### config.mk
export PLATFORM = sky130hd
export DESIGN_NAME = gradient_preview_pixel
export DESIGN_NICKNAME = d
export VERILOG_FILES = /design/src/design/gpp_pkg.sv /design/src/design/gpp_divider.sv /design/src/design/gradient_preview_pixel.sv
export VERILOG_INCLUDE_DIRS = /design/src /design/src/design
export SDC_FILE = /design/constraint.sdc
export NUM_CORES = 2
export LEC_CHECK = 0
export BUFFER_PORTS_ARGS = -buffer_cell sky130_fd_sc_hd__buf_2
export CELL_PAD_IN_SITES_DETAIL_PLACEMENT = 1
export CELL_PAD_IN_SITES_GLOBAL_PLACEMENT = 1
export CORE_MARGIN = 2
export CORE_UTILIZATION = 57
export CTS_BUF_LIST = sky130_fd_sc_hd__clkbuf_8
export DETAILED_ROUTE_END_ITERATION = 12
export PLACE_DENSITY_LB_ADDON = 0.1
export SYNTH_ARGS = -nofsm -noshare
export SYNTH_HDL_FRONTEND = slang
export SYNTH_SLANG_ARGS = --single-unit
### constraint.sdc
create_clock -name clock -period 19.5 [get_ports clock]
set_input_delay 3.9 -clock clock [delete_from_list [all_inputs] [get_ports clock]]
set_output_delay 3.9 -clock clock [all_outputs]
set_load 0.02 [all_outputs]
### src/design/gradient_preview_pixel_assert.svh
// Assertion macros for the gradient preview pixel top level.
`ifndef GRADIENT_PREVIEW_PIXEL_ASSERT_SVH
`define GRADIENT_PREVIEW_PIXEL_ASSERT_SVH
`ifndef SYNTHESIS
`define GPP_ASSERT_IMP(label, clk, rst, ante, cons) \
   label: assert property (@(posedge clk) disable iff (rst) (ante) |-> (cons)) \
      else $error("assertion failed");
`define GPP_ASSERT_NXT(label, clk, rst, ante, cons) \
   label: assert property (@(posedge clk) disable iff (rst) (ante) |=> (cons)) \
      else $error("assertion failed");
`else
`define GPP_ASSERT_IMP(label, clk, rst, ante, cons)
`define GPP_ASSERT_NXT(label, clk, rst, ante, cons)
`endif
`endif

### src/design/gpp_pkg.sv
// Types and constants of the gradient preview pixel block.
package gpp_pkg;
   localparam int POSITION_BITS = 10;
   localparam int ALPHA_BITS    = 10;

   localparam logic [1:0] OP_LOAD_COLOUR = 2'd0;
   localparam logic [1:0] OP_LOAD_ALPHA  = 2'd1;
   localparam logic [1:0] OP_RENDER      = 2'd2;
   localparam logic [1:0] KIND_BLACK     = 2'd0;
   localparam logic [1:0] KIND_WHITE     = 2'd1;
   localparam logic [1:0] CSR_SPAN_WIDTH    = 2'd0;
   localparam logic [1:0] CSR_SINGLE_COLOUR = 2'd1;
   localparam logic [1:0] CSR_COLOUR_COUNT  = 2'd2;
   localparam logic [1:0] CSR_ALPHA_COUNT   = 2'd3;

   typedef struct packed {
      logic [1:0]  opcode;
      logic [4:0]  stop_index;
      logic [10:0] stop_position;
      logic [1:0]  colour_kind;
      logic [7:0]  stop_red;
      logic [7:0]  stop_green;
      logic [7:0]  stop_blue;
      logic [10:0] stop_alpha;
      logic [11:0] pixel_x;
      logic [11:0] pixel_y;
      logic        row_start;
   } req_type;

   typedef struct packed {
      logic [7:0] out_red;
      logic [7:0] out_green;
      logic [7:0] out_blue;
   } rsp_type;

   // Divider control: start with operands, done with quotient.
   typedef struct packed {
      logic        start;
      logic [31:0] dividend;
      logic [15:0] divisor;
   } div_req_type;

   typedef struct packed {
      logic        done;
      logic [31:0] quotient;
   } div_rsp_type;
endpackage

### src/design/gpp_divider.sv
// Shared restoring divider, one quotient bit per cycle, unsigned operands.
module gpp_divider
   import gpp_pkg::*;
(
   input  logic        clock,
   input  logic        reset,
   input  div_req_type div_req,
   output div_rsp_type div_rsp
);
   logic [31:0] quot_ff, quot_in;
   logic [16:0] rem_ff, rem_in;
   logic [15:0] dsr_ff, dsr_in;
   logic [5:0]  count_ff, count_in;
   logic        busy_ff, busy_in, done_ff, done_in;
   logic [16:0] trial;
   logic [16:0] shifted;

   always_comb begin
      quot_in  = quot_ff;
      rem_in   = rem_ff;
      dsr_in   = dsr_ff;
      count_in = count_ff;
      busy_in  = busy_ff;
      done_in  = 1'b0;
      shifted  = {rem_ff[15:0], quot_ff[31]};
      trial    = shifted - {1'b0, dsr_ff};
      if (div_req.start) begin
         quot_in  = div_req.dividend;
         rem_in   = '0;
         dsr_in   = div_req.divisor;
         count_in = 6'd32;
         busy_in  = 1'b1;
      end else if (busy_ff) begin
         if (!trial[16]) begin
            rem_in  = trial;
            quot_in = {quot_ff[30:0], 1'b1};
         end else begin
            rem_in  = shifted;
            quot_in = {quot_ff[30:0], 1'b0};
         end
         count_in = count_ff - 6'd1;
         if (count_ff == 6'd1) begin
            busy_in = 1'b0;
            done_in = 1'b1;
         end
      end
   end

   always_ff @(posedge clock) begin
      quot_ff <= quot_in;
      rem_ff  <= rem_in;
      dsr_ff  <= dsr_in;
      if (reset) begin
         count_ff <= '0;
         busy_ff  <= 1'b0;
         done_ff  <= 1'b0;
      end else begin
         count_ff <= count_in;
         busy_ff  <= busy_in;
         done_ff  <= done_in;
      end
   end

   assign div_rsp.done     = done_ff;
   assign div_rsp.quotient = quot_ff;
endmodule

### src/design/gradient_preview_pixel.sv
// Top level of the gradient preview pixel block: stop tables and render sequencer.
//
// Channel   Direction  Handshake                 Payload
// req_      in         start high, busy low      req_type
// rsp_      out        rsp_valid strobe          rsp_type
// csr_      in         csr_valid and csr_ready   csr_index, csr_data
//
// A load transfer is written into its table at the accepting edge and busy stays low. A render
// item keeps busy high through the cursor walk and up to five divisions, which run one after
// another on the shared serial divider. Reset clears the cursors and restores the configuration
// defaults; the tables stay undefined until written. The receiver cannot stall, so each result is
// shown in the last busy cycle and the next item can be accepted in the cycle after it.
module gradient_preview_pixel
   import gpp_pkg::*;
#(
   parameter int MAX_STOPS = 32
)(
   input  logic        clock,
   input  logic        reset,
   input  logic        start,
   output logic        busy,
   input  req_type     req_payload,
   output logic        rsp_valid,
   output rsp_type     rsp_payload,
   input  logic        csr_valid,
   output logic        csr_ready,
   input  logic [1:0]  csr_index,
   input  logic [12:0] csr_data
);
`include "gradient_preview_pixel_assert.svh"
   localparam int IW = (MAX_STOPS > 1) ? $clog2(MAX_STOPS) : 1;
   localparam int CW = IW + 1;
   localparam logic [11:0] FULL = 12'(1 << POSITION_BITS);
   localparam logic [11:0] AFULL = 12'(1 << ALPHA_BITS);

   typedef enum logic [3:0] {
      S_IDLE, S_POS_START, S_POS_WAIT, S_WALK_C, S_WALK_A, S_FETCH,
      S_LERP_START, S_LERP_WAIT, S_BLEND, S_OUT
   } state_type;

   // tables
   logic [36:0] ctab [MAX_STOPS];
   logic [21:0] atab [MAX_STOPS];
   logic [36:0] crd_ff;
   logic [21:0] ard_ff;
   logic [IW-1:0] craddr, araddr;

   logic [12:0] span_ff;
   logic        single_ff;
   logic [5:0]  ccount_ff, acount_ff;

   state_type   state_ff, state_in;
   req_type     req_ff;
   logic [IW-1:0] ccur_ff, ccur_in, acur_ff, acur_in;
   logic [11:0] pos_ff, pos_in;
   logic [1:0]  step_ff, step_in;    // 0 fetch left, 1 left valid, 2 right valid
   logic [36:0] cl_ff, cl_in, cr_ff, cr_in;
   logic [21:0] al_ff, al_in, ar_ff, ar_in;
   logic [1:0]  lane_ff, lane_in;    // 0..2 colour, 3 alpha
   logic        neg_ff, neg_in;
   logic [11:0] lerp_ff [4];
   logic [11:0] lerp_in [4];
   logic [7:0]  out_ff [3];
   logic [7:0]  out_in [3];
   logic        rv_ff, rv_in;
   logic        busy_ff, busy_in;

   div_req_type dreq;
   div_rsp_type drsp;

   gpp_divider u_div (.clock(clock), .reset(reset), .div_req(dreq), .div_rsp(drsp));

   logic accept;
   assign accept = start && !busy_ff;
   assign busy = busy_ff;
   assign csr_ready = 1'b1;

   // clamped stop counts and last segment index
   logic [CW-1:0] cc, ac, clast, alast;
   always_comb begin
      cc = (ccount_ff < 6'd2) ? CW'(2)
         : (32'(ccount_ff) > 32'(MAX_STOPS)) ? CW'(MAX_STOPS) : CW'(ccount_ff);
      ac = (acount_ff < 6'd2) ? CW'(2)
         : (32'(acount_ff) > 32'(MAX_STOPS)) ? CW'(MAX_STOPS) : CW'(acount_ff);
      clast = cc - CW'(2);
      alast = ac - CW'(2);
   end

   function automatic logic [7:0] chan(input logic [36:0] s, input logic [1:0] k);
      logic [7:0] v;
      if (s[36:35] == KIND_BLACK) v = 8'd0;
      else if (s[36:35] == KIND_WHITE) v = 8'd255;
      else v = (k == 2'd0) ? s[23:16] : (k == 2'd1) ? s[15:8] : s[7:0];
      return v;
   endfunction

   // lerp operands for current lane
   logic [11:0] lv, rv, lp, rp;
   logic [12:0] dnum, dspan;
   logic [13:0] dval;
   logic [13:0] dmag;
   logic        dneg;
   logic [26:0] prod;
   always_comb begin
      if (lane_ff == 2'd3) begin
         lv = {1'b0, al_ff[10:0]};
         rv = {1'b0, ar_ff[10:0]};
         lp = (acur_ff == '0) ? 12'd0 : {1'b0, al_ff[21:11]};
         rp = {1'b0, ar_ff[21:11]};
      end else begin
         lv = {4'd0, chan(cl_ff, lane_ff)};
         rv = {4'd0, chan(cr_ff, lane_ff)};
         lp = {1'b0, cl_ff[34:24]};
         rp = {1'b0, cr_ff[34:24]};
      end
      dval  = {2'b0, rv} - {2'b0, lv};
      dneg  = dval[13] ^ ($signed({1'b0, pos_ff}) < $signed({1'b0, lp}))
            ^ ($signed({1'b0, rp}) < $signed({1'b0, lp}));
      dnum  = ($signed({1'b0, pos_ff}) < $signed({1'b0, lp})) ? 13'(lp - pos_ff)
            : 13'(pos_ff - lp);
      dspan = (rp < lp) ? 13'(lp - rp) : 13'(rp - lp);
      dmag  = dval[13] ? 14'(-dval) : dval;
      prod  = 27'(dmag) * 27'(dnum);
   end

   // signed result of lerp with clamping
   logic signed [33:0] lres;
   logic [11:0] lclamp;
   always_comb begin
      lres = neg_ff ? -$signed({2'b0, drsp.quotient}) : $signed({2'b0, drsp.quotient});
      lres = lres + $signed({22'd0, lv});
      if (lres < 0) lclamp = 12'd0;
      else if (lane_ff == 2'd3) lclamp = (lres > $signed({22'd0, AFULL})) ? AFULL : 12'(lres);
      else lclamp = (lres > 34'sd255) ? 12'd255 : 12'(lres);
   end

   // blend
   logic phase;
   logic [7:0] bg [3];
   logic signed [9:0] diff [3];
   logic signed [23:0] bprod [3];
   logic signed [23:0] bsum [3];
   always_comb begin
      phase = req_ff.pixel_x[2] ^ req_ff.pixel_y[2];
      bg[0] = 8'hff;
      bg[1] = phase ? 8'hc8 : 8'he8;
      bg[2] = phase ? 8'hce : 8'heb;
      for (int i = 0; i < 3; i++) begin
         diff[i]  = $signed({2'b0, lerp_ff[i][7:0]}) - $signed({2'b0, bg[i]});
         bprod[i] = 24'(diff[i]) * 24'($signed({1'b0, lerp_ff[3]}));
         bsum[i]  = (bprod[i] >>> ALPHA_BITS) + $signed({16'd0, bg[i]});
      end
   end

   always_comb begin
      state_in = state_ff;
      ccur_in  = ccur_ff;
      acur_in  = acur_ff;
      pos_in   = pos_ff;
      step_in  = step_ff;
      cl_in = cl_ff; cr_in = cr_ff; al_in = al_ff; ar_in = ar_ff;
      lane_in  = lane_ff;
      neg_in   = neg_ff;
      lerp_in  = lerp_ff;
      out_in   = out_ff;
      rv_in    = 1'b0;
      busy_in  = busy_ff;
      dreq     = '0;
      craddr   = ccur_ff;
      araddr   = acur_ff;
      unique case (state_ff)
         S_IDLE: begin
            if (accept) begin
               if (req_payload.opcode == OP_RENDER) begin
                  busy_in  = 1'b1;
                  state_in = S_POS_START;
               end
            end
         end
         S_POS_START: begin
            dreq.start    = 1'b1;
            dreq.dividend = 32'(req_ff.pixel_x) << POSITION_BITS;
            dreq.divisor  = (span_ff < 13'd2) ? 16'd1 : 16'(span_ff - 13'd1);
            if (req_ff.row_start) begin
               ccur_in = '0;
               acur_in = '0;
            end else begin
               if (CW'(ccur_ff) > clast) ccur_in = IW'(clast);
               if (CW'(acur_ff) > alast) acur_in = IW'(alast);
            end
            state_in = S_POS_WAIT;
         end
         S_POS_WAIT: begin
            if (drsp.done) begin
               pos_in   = (drsp.quotient > 32'(FULL)) ? FULL : 12'(drsp.quotient);
               step_in  = 2'd0;
               state_in = S_WALK_C;
            end
         end
         S_WALK_C: begin
            craddr = IW'(ccur_ff + IW'(1));
            if (step_ff == 2'd0) begin
               if (CW'(ccur_ff) >= clast) state_in = S_WALK_A;
               else step_in = 2'd1;
            end else begin
               step_in = 2'd0;
               if (pos_ff > {1'b0, crd_ff[34:24]}) ccur_in = ccur_ff + IW'(1);
               else state_in = S_WALK_A;
            end
         end
         S_WALK_A: begin
            araddr = IW'(acur_ff + IW'(1));
            if (step_ff == 2'd0) begin
               if (CW'(acur_ff) >= alast) begin
                  state_in = S_FETCH;
               end else step_in = 2'd1;
            end else begin
               step_in = 2'd0;
               if (pos_ff > {1'b0, ard_ff[21:11]}) acur_in = acur_ff + IW'(1);
               else begin
                  state_in = S_FETCH;
               end
            end
         end
         S_FETCH: begin
            // step 0 reads left, step 1 reads right, step 2 latches right
            if (step_ff == 2'd0) begin
               craddr = ccur_ff; araddr = acur_ff;
               step_in = 2'd1;
            end else if (step_ff == 2'd1) begin
               craddr = IW'(ccur_ff + IW'(1)); araddr = IW'(acur_ff + IW'(1));
               cl_in = crd_ff; al_in = ard_ff;
               step_in = 2'd2;
            end else begin
               cr_in = crd_ff; ar_in = ard_ff;
               step_in = 2'd0;
               lane_in = single_ff ? 2'd3 : 2'd0;
               if (single_ff)
                  for (int i = 0; i < 3; i++) lerp_in[i] = {4'd0, chan(cl_ff, 2'(i))};
               state_in = S_LERP_START;
            end
         end
         S_LERP_START: begin
            if (dspan == 13'd0) begin
               lerp_in[lane_ff] = (lane_ff == 2'd3 && lv > AFULL) ? AFULL : lv;
               if (lane_ff == 2'd3) state_in = S_BLEND;
               else lane_in = lane_ff + 2'd1;
            end else begin
               dreq.start    = 1'b1;
               dreq.dividend = 32'(prod);
               dreq.divisor  = 16'(dspan);
               neg_in        = dneg && (prod != '0);
               state_in      = S_LERP_WAIT;
            end
         end
         S_LERP_WAIT: begin
            if (drsp.done) begin
               lerp_in[lane_ff] = lclamp;
               if (lane_ff == 2'd3) state_in = S_BLEND;
               else begin
                  lane_in  = lane_ff + 2'd1;
                  state_in = S_LERP_START;
               end
            end
         end
         S_BLEND: begin
            for (int i = 0; i < 3; i++)
               out_in[i] = (bsum[i] < 0) ? 8'd0 : (bsum[i] > 24'sd255) ? 8'd255 : 8'(bsum[i]);
            rv_in    = 1'b1;
            state_in = S_OUT;
         end
         S_OUT: begin
            busy_in  = 1'b0;
            state_in = S_IDLE;
         end
         default: state_in = S_IDLE;
      endcase
   end

   always_ff @(posedge clock) begin
      crd_ff <= ctab[craddr];
      ard_ff <= atab[araddr];
      if (accept && req_payload.opcode == OP_LOAD_COLOUR && 32'(req_payload.stop_index) < MAX_STOPS)
         ctab[IW'(req_payload.stop_index)] <= {req_payload.colour_kind, req_payload.stop_position,
            req_payload.stop_red, req_payload.stop_green, req_payload.stop_blue};
      if (accept && req_payload.opcode == OP_LOAD_ALPHA && 32'(req_payload.stop_index) < MAX_STOPS)
         atab[IW'(req_payload.stop_index)] <= {req_payload.stop_position, req_payload.stop_alpha};
   end

   always_ff @(posedge clock) begin
      if (accept) req_ff <= req_payload;
      pos_ff <= pos_in;
      step_ff <= step_in;
      cl_ff <= cl_in; cr_ff <= cr_in; al_ff <= al_in; ar_ff <= ar_in;
      lane_ff <= lane_in;
      neg_ff <= neg_in;
      lerp_ff <= lerp_in;
      out_ff <= out_in;
      if (reset) begin
         state_ff  <= S_IDLE;
         ccur_ff   <= '0;
         acur_ff   <= '0;
         rv_ff     <= 1'b0;
         busy_ff   <= 1'b0;
         span_ff   <= 13'd256;
         single_ff <= 1'b0;
         ccount_ff <= 6'd2;
         acount_ff <= 6'd2;
      end else begin
         state_ff <= state_in;
         ccur_ff  <= ccur_in;
         acur_ff  <= acur_in;
         rv_ff    <= rv_in;
         busy_ff  <= busy_in;
         if (csr_valid) begin
            unique case (csr_index)
               CSR_SPAN_WIDTH:    span_ff   <= csr_data;
               CSR_SINGLE_COLOUR: single_ff <= csr_data[0];
               CSR_COLOUR_COUNT:  ccount_ff <= csr_data[5:0];
               CSR_ALPHA_COUNT:   acount_ff <= csr_data[5:0];
               default: ;
            endcase
         end
      end
   end

   assign rsp_valid = rv_ff;
   assign rsp_payload.out_red   = out_ff[0];
   assign rsp_payload.out_green = out_ff[1];
   assign rsp_payload.out_blue  = out_ff[2];

   `GPP_ASSERT_IMP(a_rsp_busy, clock, reset, rsp_valid, busy)
   `GPP_ASSERT_NXT(a_rsp_one, clock, reset, rsp_valid, !rsp_valid)
   `GPP_ASSERT_IMP(a_cur_range, clock, reset, state_ff == S_FETCH, CW'(ccur_ff) <= clast)
   `GPP_ASSERT_NXT(a_busy_drop, clock, reset, rsp_valid, !busy)
endmodule
==> flow_summary.yaml <==
die:
  start_util_pct: 57.4
  row_count: 161
  io-pin-count: 126
  coreArea_sq_um: 193000
  die_area_sq_um: 197000
  die_h_um: 444
  die-width_um: 444
critical_path:
  path_delay_family: "compound AO/OA/AOI/OAI gates"
  critPathCaptureType: "flip-flop"
  crit_fanout: 49
  required_ns: 20.18
  path_buf_inv: 6
  timing.reg2reg.setup_slack_ns: 7.09
  crit_top_cell: "fa_1"
  start_kind: "flip-flop"
  r2r_start: "lane_ff[0]$_DFFE_PP_"
  crit_end: "u_div.quot_ff[26]$_DFFE_PP_"
  crit_arrival_ns: 13.08
  timing.rr.end: "u_div.quot_ff[26]$_DFFE_PP_"
  path_depth: 39
  rr_worst_depth: 39
  critPathKind: "flip-flop to flip-flop"
  cpPeakStageDelay_ns: 0.78
  startpoint: "lane_ff[0]$_DFFE_PP_"
  crit_slowest_cell: "o21ai_0"
yosys:
  ys_ff_latch: 2268
  synth_top_area_share_pct: 58.3
  synth_async_sr_flop_share_pct: 0
  ys_warn_count: 0
  syn_inst: 6980
  yosysSeqAreaShare_pct: 60.5
  synth.avg_cell_area_sq_um: 15.8
  yosysTopAreaCell: "edfxtp_1"
  synth_ff_type: "edfxtp_1"
  synth_area_sq_um: 110000
  synth_area_leaders: "edfxtp_1, mux4_2, fa_1, ha_1, dfxtp_1"
  synth_edf_count: 2143
  synth_cell_types: 85
pwr:
  switching_power_mw: 4.31
  power_frac_clock_pct: 28.0
  p_per_area_nw_per_um2: 111
  power_frac_seq_pct: 43.0
  peakVddDrop_mv: 0.106
  switching_share_pct: 32.2
  total_power_mw: 13.4
  leakage_nw: 43.6
  cell_internal_pwr_mw: 9.09
  combPwrFrac_pct: 29.0
sta:
  slew_viol_final: 0
  hold_viol_final: 0
  fin_tns_setup_ns: 0
  timing.hold.ws_ns: 0.435
  rsz0062_at_grt: "false"
  fin_worst_skew_ns: 0.139
  post-route-period-util_pct: 63.6
  tightest_slew_ns: 1.26
  maxSlewHeadroom_pct: 16.3
  fmax_mhz: 80.6
  setup_violations: 0
  layout_min_cycle_time_ns: 12.41
global_route:
  grt.overflow.total: 0
  grt_pass1_vias: 67600
  grt_util_all_layers_pct: 30.2
  grt_antenna_before_repair: 26
  grt_first_pass_wirelength_um: 438000
  grt_max_degree: 160
place:
  portBuffers: 113
  place_hpwl_um: 177000
  gp_congestion: 0.885
detailed_routing:
  routed-via-count: 63300
  drc: 0
  wl_met2_um: 149000
  dr_wl_met3_um: 21700
  met1_length_um: 112000
  drt_first_iter_violations: 5985
  antenna_left: 0
  highest-signal-layer: "met5"
  wl_per_cell_um: 29.1
  routed_wl_um: 295000
  via_per_inst: 6.25
  first_pass_iters: 5
cts:
  path_clk_slew_ns: 0.06
  cts_tree: "yes"
  cts_inserted_buffers: 371
  root_buffer: "clkbuf_8"
  clk_latency_ns: 1.09
  cts_resized: 0
  clk_path_buf_depth: 4
  ctsHoldBuffers: 0
  htreeDepth: 5
  cts_sinks: 2268
  post_cts_buffers: 0
hold_path:
  hold_class: "flip-flop to flip-flop"
layout:
  drive_above_1_share_pct: 19.7
  final_common_cell: "edfxtp_1"
  final_cell_mix: "edfxtp_1, inv_1, mux4_2, nand2_1, clkbuf_8"
  nets: 8170
  n_fill_cell: 17300
  area_growth_pct: 9.71
run_status:
  run_status: "finished, final reports clean"
flow_run:
  cap_violations: 0
[cell type report]
type | instances | area (sq um) | area share, %
antenna | 11 | 27.5 | 0.0227
clock buffer | 386 | 5310 | 4.38
clock inverter | 248 | 1120 | 0.926
inverter | 592 | 2220 | 1.83
multi-input combinational | 3841 | 40700 | 33.6
sequential | 2268 | 66900 | 55.2
tap | 2526 | 3160 | 2.61
timing repair buffer | 263 | 1740 | 1.44
[worst min-delay path by stage]
| stage | from | to | slack [ns] | cells past startpoint |
|---|---|---|---|---|
| after floorplan | ard_ff[0]$_DFF_P_ | al_ff[0]$_DFFE_PP_ | 0.40 | 0 |
| after global placement | crd_ff[3]$_DFF_P_ | cr_ff[3]$_DFFE_PP_ | 0.41 | 0 |
| after detailed placement | crd_ff[16]$_DFF_P_ | cl_ff[16]$_DFFE_PP_ | 0.43 | 0 |
| after CTS | crd_ff[13]$_DFF_P_ | cr_ff[13]$_DFFE_PP_ | 0.42 | 0 |
| after global routing | crd_ff[13]$_DFF_P_ | cr_ff[13]$_DFFE_PP_ | 0.44 | 0 |
| final | crd_ff[13]$_DFF_P_ | cr_ff[13]$_DFFE_PP_ | 0.43 | 0 |
[metrics by stage]
step	cell area (sq um)	utilization, %	setup slack (ns)	cells
final	121000	62.9	7.09	10100
after global routing	121000	62.9	6.49	10100
after floorplan	111000	-	9.41	7008
after detailed placement	115000	59.6	7.34	9490
after global placement	115000	59.6	7.84	9490
after CTS	121000	62.9	7.28	10100
[metal layers]
metal	track usage, %	up-vias
met1	39.3	32900
met2	51.5	2659
li1	-	27100
met3	4.88	639
met4	11.2	18
met5	0	-
[worst reg2reg max path, delay by kind of cell (launching register included)]
kind | cells | cell delay [ns]
buffers and inverters | 6 | 0.94
xor gates and xnor gates | 2 | 1.26
and+or+nand+nor | 4 | 0.55
adders and majority gates | 8 | 3.54
AOI/OAI and AO/OA | 19 | 5.32
DFF | 1 | 0.48
[registers in the layout, indices dropped and copies added, names as in the netlist, 24 cells and up]
register       flops
cl_ff             37
ctab            1184
cr_ff             37
rsp_payload       24
u_div.quot_ff     32
lerp_ff           36
crd_ff            37
atab             704
[power by group through the flow]
stage	clock (mW)	combinational (mW)	sequential, mW
3_3_place_gp	0	3.76	5.85
6_report	3.75	3.89	5.76
5_1_grt	3.99	4.35	5.77
2_1_floorplan	0	2.93	5.70
4_1_cts	3.80	3.93	5.76
3_5_place_dp	0	3.89	5.86
[synth_stat cells (9+ instances only)]
master	number
ha_1	385
nor4_1	25
buf_1	49
nand3_1	63
a211o_1	9
xnor2_1	139
edfxtp_1	2143
nand4b_1	10
a22o_1	11
and3_1	30
inv_1	591
dfxtp_1	125
o31a_1	9
or4_1	9
a22oi_1	12
or3_1	23
a21o_1	58
clkbuf_1	251
a21boi_0	13
xor2_1	74
o211ai_1	12
a21oi_1	171
o21ai_0	129
o21bai_1	15
and4_1	9
nor3_1	80
nor2b_1	94
nand2b_1	94
o22ai_1	36
nor2_1	330
mux2_2	67
nand4_1	19
and2_1	119
mux4_2	590
nand2_1	421
o31ai_1	21
a221o_1	13
a211oi_1	74
fa_1	349
mux2i_1	70
or2_2	41
a31oi_1	32
o21a_1	22
nand3b_1	16
[cell families (layout without fill, tap and decap cells)]
logic type	count (synthesis)	after routing	synth area share, %
multiplexers	727	727	13.3
flip-flops	2268	2268	60.5
XOR/XNOR	213	213	1.69
other	2	41	0.00680
adder cells (fa/ha/maj)	734	734	10.7
AO/OA/AOI/OAI	724	724	4.36
AND/OR/NAND/NOR	1413	1413	6.29
buffers and inverters	899	1489	3.09
Power figures use the tool's default switching activity.
